<file path="src/rtl/pth_pkg.sv">
// Package: shared types, codes and hash constants of the pointer tracking table.
`timescale 1ns / 1ps
package pth_pkg;

    localparam logic [63:0] FNV_OFFSET = 64'hcbf29ce484222325;
    localparam logic [63:0] FNV_PRIME  = 64'h00000100000001b3;
    localparam logic [47:0] BYTES_MAX  = 48'hFFFF_FFFF_FFFF;

    localparam logic [1:0] OP_TRACK   = 2'd0;
    localparam logic [1:0] OP_UNTRACK = 2'd1;
    localparam logic [1:0] OP_CLEAR   = 2'd2;
    localparam logic [1:0] OP_QUERY   = 2'd3;

    localparam logic [1:0] REG_ENABLE   = 2'd0;
    localparam logic [1:0] REG_MIN_SIZE = 2'd1;
    localparam logic [1:0] REG_MAX_LIVE = 2'd2;

    localparam logic [2:0] ST_INSERTED = 3'd0;
    localparam logic [2:0] ST_UPDATED  = 3'd1;
    localparam logic [2:0] ST_REMOVED  = 3'd2;
    localparam logic [2:0] ST_NOTFOUND = 3'd3;
    localparam logic [2:0] ST_IGNORED  = 3'd4;
    localparam logic [2:0] ST_DONE     = 3'd5;

    typedef enum logic [3:0] {
        S_WIPE,
        S_IDLE,
        S_HASH_X,
        S_HASH_M,
        S_READ,
        S_WAIT,
        S_CHECK,
        S_SUB,
        S_ADD,
        S_OUT
    } t_state;

    // Commands from the controller to the datapath.
    typedef struct packed {
        logic load;       // capture the input item
        logic hash_xor;   // fold the next address byte into the hash
        logic hash_mul;   // multiply the hash by the prime (one partial step)
        logic slot_home;  // set probe index to the home slot
        logic slot_next;  // advance probe index
        logic mem_read;   // read probe slot
        logic wipe_step;  // write zero to wipe index, advance it
        logic ins_write;  // write new record at probe slot
        logic upd_write;  // write new size at probe slot
        logic del_write;  // empty probe slot
        logic bytes_sub;  // subtract operand from byte sum
        logic bytes_add;  // add operand to byte sum
        logic sel_old;    // subtract operand: old size (else item size)
        logic ins_count;  // bump serial, live count, inserts
        logic del_count;  // drop live count, bump removals
        logic clr_totals; // clear counters and byte sum
        logic set_status; // latch status code
        logic [2:0] status;
        logic ser_out;    // report serial of inserted record
        logic out_valid;  // present result
    } t_cmd;

    // Status from the datapath to the controller.
    typedef struct packed {
        logic [1:0] op;
        logic addr_zero;
        logic size_small;
        logic at_limit;
        logic slot_empty;
        logic slot_match;
        logic probe_last;
        logic hash_done;
        logic mul_done;
        logic wipe_done;
        logic out_taken;
    } t_stat;

endpackage

</file>
<file path="src/rtl/pth_ctrl.sv">
// Controller state machine of the pointer tracking table.
`timescale 1ns / 1ps
module pth_ctrl (
    input  logic           i_clk,
    input  logic           i_rst_n,
    input  logic           i_valid,
    input  logic           i_enable,
    input  pth_pkg::t_stat i_stat,
    output logic           o_ready,
    output pth_pkg::t_cmd  o_cmd
);
    import pth_pkg::*;

    t_state r_state, n_state;

    always_ff @(posedge i_clk) begin
        if (!i_rst_n) begin
            r_state <= S_WIPE;
        end else begin
            r_state <= n_state;
        end
    end

    always_comb begin
        n_state = r_state;
        o_cmd   = '0;
        o_ready = 1'b0;
        case (r_state)
            S_WIPE: begin
                o_cmd.wipe_step = 1'b1;
                if (i_stat.wipe_done) begin
                    n_state = S_IDLE;
                end
            end
            S_IDLE: begin
                o_ready = 1'b1;
                if (i_valid) begin
                    o_cmd.load = 1'b1;
                    n_state    = S_HASH_X;
                end
            end
            S_HASH_X: begin
                case (i_stat.op)
                    OP_CLEAR: begin
                        o_cmd.clr_totals = 1'b1;
                        o_cmd.set_status = 1'b1;
                        o_cmd.status     = ST_DONE;
                        n_state          = S_WIPE;
                    end
                    OP_QUERY: begin
                        o_cmd.set_status = 1'b1;
                        o_cmd.status     = ST_DONE;
                        n_state          = S_OUT;
                    end
                    OP_TRACK: begin
                        if (i_stat.addr_zero || !i_enable || i_stat.size_small) begin
                            o_cmd.set_status = 1'b1;
                            o_cmd.status     = ST_IGNORED;
                            n_state          = S_OUT;
                        end else if (i_stat.at_limit) begin
                            o_cmd.set_status = 1'b1;
                            o_cmd.status     = ST_DONE;
                            n_state          = S_OUT;
                        end else begin
                            o_cmd.hash_xor = 1'b1;
                            n_state        = S_HASH_M;
                        end
                    end
                    default: begin
                        if (i_stat.addr_zero || !i_enable) begin
                            o_cmd.set_status = 1'b1;
                            o_cmd.status     = ST_IGNORED;
                            n_state          = S_OUT;
                        end else begin
                            o_cmd.hash_xor = 1'b1;
                            n_state        = S_HASH_M;
                        end
                    end
                endcase
            end
            S_HASH_M: begin
                o_cmd.hash_mul = 1'b1;
                if (i_stat.mul_done) begin
                    if (i_stat.hash_done) begin
                        n_state = S_READ;
                        o_cmd.slot_home = 1'b1;
                    end else begin
                        n_state = S_HASH_X;
                    end
                end
            end
            S_READ: begin
                o_cmd.mem_read = 1'b1;
                n_state        = S_WAIT;
            end
            S_WAIT: begin
                n_state = S_CHECK;
            end
            S_CHECK: begin
                if (i_stat.op == OP_TRACK) begin
                    if (i_stat.slot_match) begin
                        o_cmd.upd_write = 1'b1;
                        o_cmd.bytes_sub = 1'b1;
                        o_cmd.sel_old   = 1'b1;
                        o_cmd.set_status = 1'b1;
                        o_cmd.status    = ST_UPDATED;
                        n_state         = S_ADD;
                    end else if (i_stat.slot_empty) begin
                        o_cmd.ins_write  = 1'b1;
                        o_cmd.ins_count  = 1'b1;
                        o_cmd.ser_out    = 1'b1;
                        o_cmd.set_status = 1'b1;
                        o_cmd.status     = ST_INSERTED;
                        n_state          = S_ADD;
                    end else if (i_stat.probe_last) begin
                        o_cmd.set_status = 1'b1;
                        o_cmd.status     = ST_DONE;
                        n_state          = S_OUT;
                    end else begin
                        o_cmd.slot_next = 1'b1;
                        n_state         = S_READ;
                    end
                end else begin
                    if (i_stat.slot_empty) begin
                        o_cmd.set_status = 1'b1;
                        o_cmd.status     = ST_NOTFOUND;
                        n_state          = S_OUT;
                    end else if (i_stat.slot_match) begin
                        o_cmd.del_write  = 1'b1;
                        o_cmd.bytes_sub  = 1'b1;
                        o_cmd.sel_old    = 1'b1;
                        o_cmd.del_count  = 1'b1;
                        o_cmd.set_status = 1'b1;
                        o_cmd.status     = ST_REMOVED;
                        n_state          = S_OUT;
                    end else if (i_stat.probe_last) begin
                        o_cmd.set_status = 1'b1;
                        o_cmd.status     = ST_NOTFOUND;
                        n_state          = S_OUT;
                    end else begin
                        o_cmd.slot_next = 1'b1;
                        n_state         = S_READ;
                    end
                end
            end
            S_SUB: begin
                n_state = S_ADD;
            end
            S_ADD: begin
                o_cmd.bytes_add = 1'b1;
                n_state         = S_OUT;
            end
            S_OUT: begin
                o_cmd.out_valid = 1'b1;
                if (i_stat.out_taken) begin
                    n_state = S_IDLE;
                end
            end
            default: begin
                n_state = S_IDLE;
            end
        endcase
        // A clear runs the wipe sweep and then reports.
        if (r_state == S_WIPE && i_stat.wipe_done && i_stat.op == OP_CLEAR
                && !i_stat.out_taken) begin
            n_state = S_OUT;
        end
    end

endmodule

</file>
<file path="config.mk">
export PLATFORM = sky130hd
export DESIGN_NAME = pth_ctrl
export DESIGN_NICKNAME = d
export VERILOG_FILES = /design/src/rtl/pth_pkg.sv /design/src/rtl/pth_ctrl.sv
export SDC_FILE = /design/constraint.sdc
export NUM_CORES = 1
export LEC_CHECK = 0
export BUFFER_PORTS_ARGS = -buffer_cell sky130_fd_sc_hd__buf_4
export CAP_MARGIN = 20
export CELL_PAD_IN_SITES_DETAIL_PLACEMENT = 0
export CELL_PAD_IN_SITES_GLOBAL_PLACEMENT = 1
export CORE_MARGIN = 8
export CORE_UTILIZATION = 27
export DETAILED_ROUTE_END_ITERATION = 12
export PLACE_DENSITY = 0.84
export SYNTH_ARGS = -nofsm -noshare
export SYNTH_HDL_FRONTEND = slang
export SYNTH_SLANG_ARGS = --single-unit
</file>
<file path="constraint.sdc">
create_clock -name i_clk -period 3.5 [get_ports i_clk]
set_clock_uncertainty 0.1 [all_clocks]
set_input_delay 0.175 -clock i_clk [delete_from_list [all_inputs] [get_ports i_clk]]
set_output_delay 0.175 -clock i_clk [all_outputs]
set_load 0.02 [all_outputs]
</file>
After elaboration in Yosys (flattened, before gate mapping). Cells that the tools add are included.

Reduce and logical (&&, ||, !) cells: 13. Mux-type cells: 68. Bitwise operators: 1. Eq/ne operators: 19.

Operators by type and width (number): $mux 4 (25); $pmux 4 s10 (1); $mux 1 (32); $eq 4x3->1 const B (4); $pmux 4 s2 (2); $pmux 4 s3 (1); $ne 3x3->1 const B (3); $eq 4x2->1 const B (2); $eq 4x4->1 const B (2); $mux 2 (4); $ne 2x2->1 const B (4); $reduce_and 4->1 (2); $mux 3 (2); $eq 2x2->1 const B (2); $eq 4x1->1 const B (1); $logic_not 4->1 (1); $reduce_or 2->1 (2); $logic_and 1x1->1 (3); $ne 3x2->1 const B (1); $logic_not 1->1 (2); $logic_not 2->1 (1); $logic_or 1x1->1 (2); $pmux 1 s2 (1); $not 1->1 (1).

Logic and storage cells: 103. Bits of input ports: 16. Bits in registers: 4.

Logic depth before layout (Yosys ltp). Gate-level depths: netlist of the first run.

Depth after elaboration: 7. Mapped depth: 6. Depth with buffers taken out: 4.

Least setup slack after synthesis of the first run. OpenSTA, ideal clock, no wires.

Path type: reg-to-output. Start: register r_state[3]. End: output port o_cmd[14] (netlist bit). Path slack: 1.413 ns. Arrival: 1.812 ns. Required time: 3.225 ns. Stages on the path, launching flop included: 7. Cells stage by stage: dfxtp_1 -> buf_2 -> nand2b_1 -> nor2_1 -> nand2_1 -> nor3b_1 -> buf_4.

RTL lines: start, declared (RTL line pth_ctrl.sv:14) `t_state r_state, n_state;`; start signal, assigned (RTL line pth_ctrl.sv:20) `r_state <= n_state;`; end, declared (RTL line pth_ctrl.sv:10) `output pth_pkg::t_cmd o_cmd`.

==> flow_metrics.tcl, run 1 <==
set metrics [dict create \
    cts_tree "built" \
    root_buffer "clkbuf_4" \
    grt-ovfl-total 0 \
    worst_setup_path_end_kind "output pin" \
    nets 140 \
    status "finished clean" \
    routabilityCongestion 0.861 \
    worstHoldStart "i_rst_n" \
    setup_viol 0 \
    synthAdderAreaFrac 0 \
    vdd_drop_max_mv 0.118 \
    dr.pass1.iters 4 \
    place_ws_ns 1.63 \
    grt_pass1_wl_um 3110 \
    htree_levels 1 \
    cts.repair.resized 0 \
    fp.coreArea_um2 1980 \
    rsz0062_at_grt "false" \
    route.detailed.drc 0 \
    largest_reg_flops 4 \
    synthTopCellsByCount "nor2_1 (16), nand2b_1 (8), nand2_1 (7)" \
    yosys_register_bits 4 \
    syn_inst 89 \
    max_stage_delay_ns 0.55 \
    powerDensity_nw_per_um2 219 \
    routed_wl_um 2110 \
    initial_core_util 0.289 \
    synth_compound_area_frac 0.247 \
    dp_hpwl_um 1730 \
    startpoint_type "flop" \
    grt_max_degree 15 \
    fin_setup_tns_ns 0 \
    synth_top_family_by_area "simple AND/OR/NAND/NOR gates" \
    grtUsageTotal 0.108 \
    yosys_most_used_dff "dfxtp_1" \
    maxCapViolCount 0 \
    power.switching_uw 66.1 \
    holdPathStages 2 \
    cts.reportedPaths.clkPinSlew_ns 0.04 \
    finalCoreUtilization 0.434 \
    die_area_um2 3850 \
    ff2ff_path_depth 4 \
    critPathSlowestCell "dfxtp_1" \
    drive_above_1_share 0.361 \
    dr.first_iter.drc_count 24 \
    grt_pass1_vias 752 \
    finalWorstSetupSlack_ns 1.33 \
    synth_fp_nets 105 \
    num_io_pins 39 \
    worstPathCellList "nand2b_1, nor2_1, nand2_1, nor3b_1, buf_4" \
    post_cts_buffers 0 \
    top_register "r_state" \
    reg.largest.list "r_state: 4 flops" \
    reg2reg_from "r_state[3]$_SDFFE_PN0P_" \
    arrival_ns 1.89 \
    cts_buffer_depth 2 \
    leakage_uw 0.000381 \
    final_max_slew_viol_count 0 \
    avgViaCountPerCell 5.19 \
    power.internal_uw 122 \
    synth-xor-area-share 0 \
    wl_per_cell_um 14.2 \
    cp_max_fo 14 \
    syn2layout_area_growth_pct 50.5 \
    antenna_left 0 \
    tightestPinTransition_ns 0.490 \
    n_antenna_cell 0 \
    die_y_um 62.0 \
    synth_largest_area_cell "dfxtp_1" \
    cts_hold_buf 0 \
    cts_buffers 3 \
    fin_area_um2 861 \
    muxShareOfSynthArea 0 \
    clkPwrFrac 0.317 \
    synth_top_area_frac 0.140 \
    clkSinkCount 4 \
    ys_async_sr_fraction 0 \
    clock_latency_ns 0.25 \
    portBuffers 38 \
    crit_required_ns 3.22 \
    yosysUniqueCellTypes 33 \
    netlist_area_um2 572 \
    startpoint "r_state[1]$_SDFFE_PP0P_" \
    via_count 774 \
    seq_area_frac_synth 0.140 \
    power_frac_seq 0.295 \
    rows 16 \
    yosys.area_share.simple 0.508 \
    synthTopCellsByArea "dfxtp_1 (14%), nor2_1 (11%), nand2b_1 (8.8%)" \
    place_area_um2 838 \
    timing.fmax_mhz 462 \
    fin_hold_ws_ns 0.0948 \
    postSynthAreaPerCell_um2 6.42 \
    sw_frac_of_total 0.351 \
    synth_edf_count 0 \
    hold_viol_final 0 \
    min_path_type "input port to flop" \
    worst-setup-path-type "flop to output pin" \
    ys_warn_count 0 \
    fin_crit_sh 0.619 \
    period_minus_slack_ns 2.17 \
    slew_headroom 0.671 \
    yosysMostFrequentCell "nor2_1" \
    die_w_um 62.0 \
    p_comb_frac 0.389 \
    antenna_found_initial 0 \
]
==> worst max-delay path: cells and delay by family (launching register included) <==
kind | cells | cell delay [ns]
flip-flops | 1 | 0.55
AND/OR/NAND/NOR | 4 | 0.88
buffers and inverters | 1 | 0.21
==> power groups by stage <==
| stage | combinational, uW | clock [uW] | sequential [uW] |
|---|---|---|---|
| 3_3_place_gp | 73.2 | 0 | 55.9 |
| 6_report | 73.3 | 59.7 | 55.5 |
| 3_5_place_dp | 73.7 | 0 | 56.1 |
| 4_1_cts | 74.0 | 62.2 | 55.3 |
| 2_1_floorplan | 45.0 | 0 | 50.4 |
| 5_1_grt | 80.3 | 67.5 | 56.6 |
==> stage by stage <==
step	power, uW	std cells
3_5_place_dp	130	146
5_1_grt	204	149
6_report	189	149
4_1_cts	191	149
3_3_place_gp	129	146
2_1_floorplan	95.3	89
==> per-layer routing <==
layer | up-vias | part of all wire | GRT usage
li1 | 383 | - | -
met1 | 345 | 0.44 | 0.126
met2 | 41 | 0.43 | 0.170
met5 | - | 0 | 0
met4 | 0 | 0.019 | 0.0390
met3 | 5 | 0.11 | 0.0494
==> area by class of cell <==
type | count | area (um^2)
Multi-Input combinational cell | 75 | 432
Tap cell | 27 | 33.8
Clock buffer | 3 | 22.5
Timing Repair Buffer | 38 | 285
Sequential cell | 4 | 80.1
Inverter | 2 | 7.51
Fill cell | 230 | 1120
==> cell families after synthesis <==
kind of cell / count (synthesis)
and+or+nand+nor: 53
AOI/OAI and AO/OA: 22
buffers and inverters: 10
DFF: 4
==> final timing paths <==
check | to | slack, ns
max | o_cmd[1] | 1.33
min | r_state[3]$_SDFFE_PN0P_ | 0.09
max reg2reg | r_state[3]$_SDFFE_PN0P_ | 1.93
min reg2reg | r_state[2]$_SDFFE_PP0P_ | 0.56
==> cells in the final DEF (no fill, tap or decap), types with 4 or more instances in the layout <==
cell       n
nand2_1    7
dfxtp_1    4
o21ai_0    5
nand2b_1   8
nor2_1    16
a21oi_1    5
nor3_1     6
buf_4     38
Power figures use the tool's default switching activity.
==> run 2, diff against run 1 <==
--- a/config.mk
+++ b/config.mk
@@ -10,9 +10,9 @@
 export CELL_PAD_IN_SITES_DETAIL_PLACEMENT = 0
 export CELL_PAD_IN_SITES_GLOBAL_PLACEMENT = 1
 export CORE_MARGIN = 8
-export CORE_UTILIZATION = 27
+export CORE_UTILIZATION = 23
 export DETAILED_ROUTE_END_ITERATION = 12
-export PLACE_DENSITY = 0.84
+export PLACE_DENSITY = 0.77
 export SYNTH_ARGS = -nofsm -noshare
 export SYNTH_HDL_FRONTEND = slang
 export SYNTH_SLANG_ARGS = --single-unit
==> constraint.sdc (replaced) <==
create_clock -name i_clk -period 1.9 [get_ports i_clk]
set_clock_uncertainty 0.1 [all_clocks]
set_input_delay 0.095 -clock i_clk [delete_from_list [all_inputs] [get_ports i_clk]]
set_output_delay 0.095 -clock i_clk [all_outputs]
set_load 0.02 [all_outputs]
==> flow_metrics.tcl, run 2 (same netlist as run 1, synthesis figures left out) <==
set metrics [dict create \
    reg2reg_from "r_state[0]$_SDFFE_PN0P_" \
    clkPwrFrac 0.316 \
    power.internal_uw 228 \
    power_frac_seq 0.289 \
    maxCapViolCount 0 \
    sw_frac_of_total 0.350 \
    worst_setup_path_end_kind "output pin" \
    timing.fmax_mhz 565 \
    grt-ovfl-total 0 \
    worstHoldStart "i_rst_n" \
    power.switching_uw 122 \
    clock_latency_ns 0.24 \
    startpoint_type "flop" \
    via_count 750 \
    dr.pass1.iters 4 \
    root_buffer "clkbuf_4" \
    fp.coreArea_um2 2410 \
    cts_tree "built" \
    top_register "r_state" \
    max_stage_delay_ns 0.41 \
    n_antenna_cell 0 \
    routabilityCongestion 0.799 \
    wl_per_cell_um 13.0 \
    cts_buffers 3 \
    grt_use_met2 0.147 \
    busiest_layer "met2" \
    slew_headroom 0.681 \
    timing.rr.end "r_state[1]$_SDFFE_PP0P_" \
    largest_reg_flops 4 \
    leakage_uw 0.000391 \
    min_path_type "input port to flop" \
    holdPathStages 2 \
    portBuffers 38 \
    die_w_um 65.9 \
    vdd_drop_max_mv 0.177 \
    critPathSlowestCell "dfxtp_1" \
    final_max_slew_viol_count 0 \
    fin_crit_sh 0.931 \
    layout_common_cells "buf_4 (39), nor2_1 (15), nand2_1 (7), nand2b_1 (6)" \
    reg.largest.list "r_state: 4 flops" \
    grt_pass1_wl_um 3360 \
    setup_viol 0 \
    dr.first_iter.drc_count 33 \
    cp_max_fo 12 \
    finalCoreUtilization 0.372 \
    rrSetupSlack_ns 0.44 \
    hold_viol_final 0 \
    antenna_found_initial 0 \
    post_cts_buffers 0 \
    crit_required_ns 1.70 \
    grt_max_degree 13 \
    nets 141 \
    initial_core_util 0.237 \
    met1_usage 0.114 \
    grtUsageMet3 0.0271 \
    dp_hpwl_um 1650 \
    rsz0062_at_grt "false" \
    avgViaCountPerCell 4.90 \
    clkSinkCount 4 \
    powerDensity_nw_per_um2 391 \
    antenna_left 0 \
    rows 18 \
    worstPathCellList "nand2b_2, nor2_4, nand2_1, nor3b_2, buf_4" \
    htree_levels 1 \
    die_area_um2 4340 \
    period_minus_slack_ns 1.77 \
    p_comb_frac 0.395 \
    final_common_cell "buf_4" \
    grt_pass1_vias 773 \
    route.detailed.drc 0 \
    syn2layout_area_growth_pct 56.9 \
    fin_setup_tns_ns 0 \
    ff2ff_path_depth 4 \
    die_y_um 65.9 \
    cts.reportedPaths.clkPinSlew_ns 0.04 \
    cts_hold_buf 0 \
    routed_wl_um 1990 \
    num_io_pins 39 \
    status "finished clean" \
    hold_end "r_state[3]$_SDFFE_PN0P_" \
    cts_buffer_depth 2 \
    arrival_ns 1.57 \
    worst-setup-path-type "flop to output pin" \
    grtUsageTotal 0.0942 \
    drive_above_1_share 0.423 \
    tightestPinTransition_ns 0.474 \
]
-- run 2: cell count changes in the layout (fill, tap and decap cells not counted) --
cell | previous run | this run
buf_4 | 38 | 39
nor3_2 | 0 | 1
dfxtp_2 | 0 | 2
nand2b_1 | 8 | 6
nor3b_1 | 3 | 2
nand2b_2 | 0 | 2
nor3_1 | 6 | 5
nor3b_2 | 0 | 1
dfxtp_1 | 4 | 2
nor2_1 | 16 | 15
nor2_4 | 0 | 1
-- run 2: layout make-up --
cell class / instances / area (um^2)
Fill cell: 265 / 1510
Multi-Input combinational cell: 75 / 454
Timing Repair Buffer: 39 / 293
Sequential cell: 4 / 82.6
Tap cell: 30 / 37.5
Clock buffer: 3 / 22.5
Inverter: 2 / 7.51
-- run 2: power by group through the flow --
stage,registers (uW),logic (uW),clock network (uW)
finish,101,138,111
global route,103,153,123
CTS,101,139,113
detailed placement,102,138,0
global placement,102,138,0
floorplan,92.8,82.9,0
-- run 2: how the worst max path moves through the flow --
| stage | startpoint | to | slack [ns] | depth (start not counted) |
|---|---|---|---|---|
| floorplan | r_state[3]$_SDFFE_PN0P_ | o_cmd[12] | 0.03 | 6 |
| global placement | r_state[2]$_SDFFE_PP0P_ | o_cmd[1] | 0.33 | 5 |
| detailed placement | r_state[3]$_SDFFE_PN0P_ | o_cmd[8] | 0.26 | 5 |
| CTS | r_state[3]$_SDFFE_PN0P_ | o_cmd[8] | 0.06 | 5 |
| global route | r_state[0]$_SDFFE_PN0P_ | o_cmd[8] | 0.003 | 5 |
| finish | r_state[0]$_SDFFE_PN0P_ | o_cmd[8] | 0.13 | 5 |
-- run 2: metal layers --
metal  share of wire  vias to the layer above
met5               0                        -
met4          0.0050                        0
met2            0.45                       32
li1                -                      387
met1            0.46                      329
met3           0.088                        2
-- run 2: metrics by stage --
| stage | worst slack (ns) | instances | power [uW] | hold slack [ns] | cell area [um^2] |
|---|---|---|---|---|---|
| after global routing | 0.00252 | 153 | 379 | 0.0131 | 897 |
| after CTS | 0.0604 | 153 | 352 | 0.00455 | 880 |
| after detailed placement | 0.256 | 150 | 240 | 0.253 | 855 |
| after floorplan | 0.0251 | 89 | 176 | 0.123 | 577 |
| after global placement | 0.333 | 150 | 240 | 0.251 | 855 |
| final | 0.131 | 153 | 350 | 0.00603 | 897 |
-- run 2: critical path: cells and delay by family (launching register included) --
kind,cells,cell delay (ns)
flops,1,0.41
buf+inv,1,0.19
simple gates,4,0.73
-- run 2: repair_timing --
| action | 4_1_cts | 5_1_grt |
|---|---|---|
| resized for setup | 1 | 6 |
| pin swaps | 0 | 1 |
| gates cloned | 0 | 0 |
| endpoints found under the setup margin | 1 | 7 |
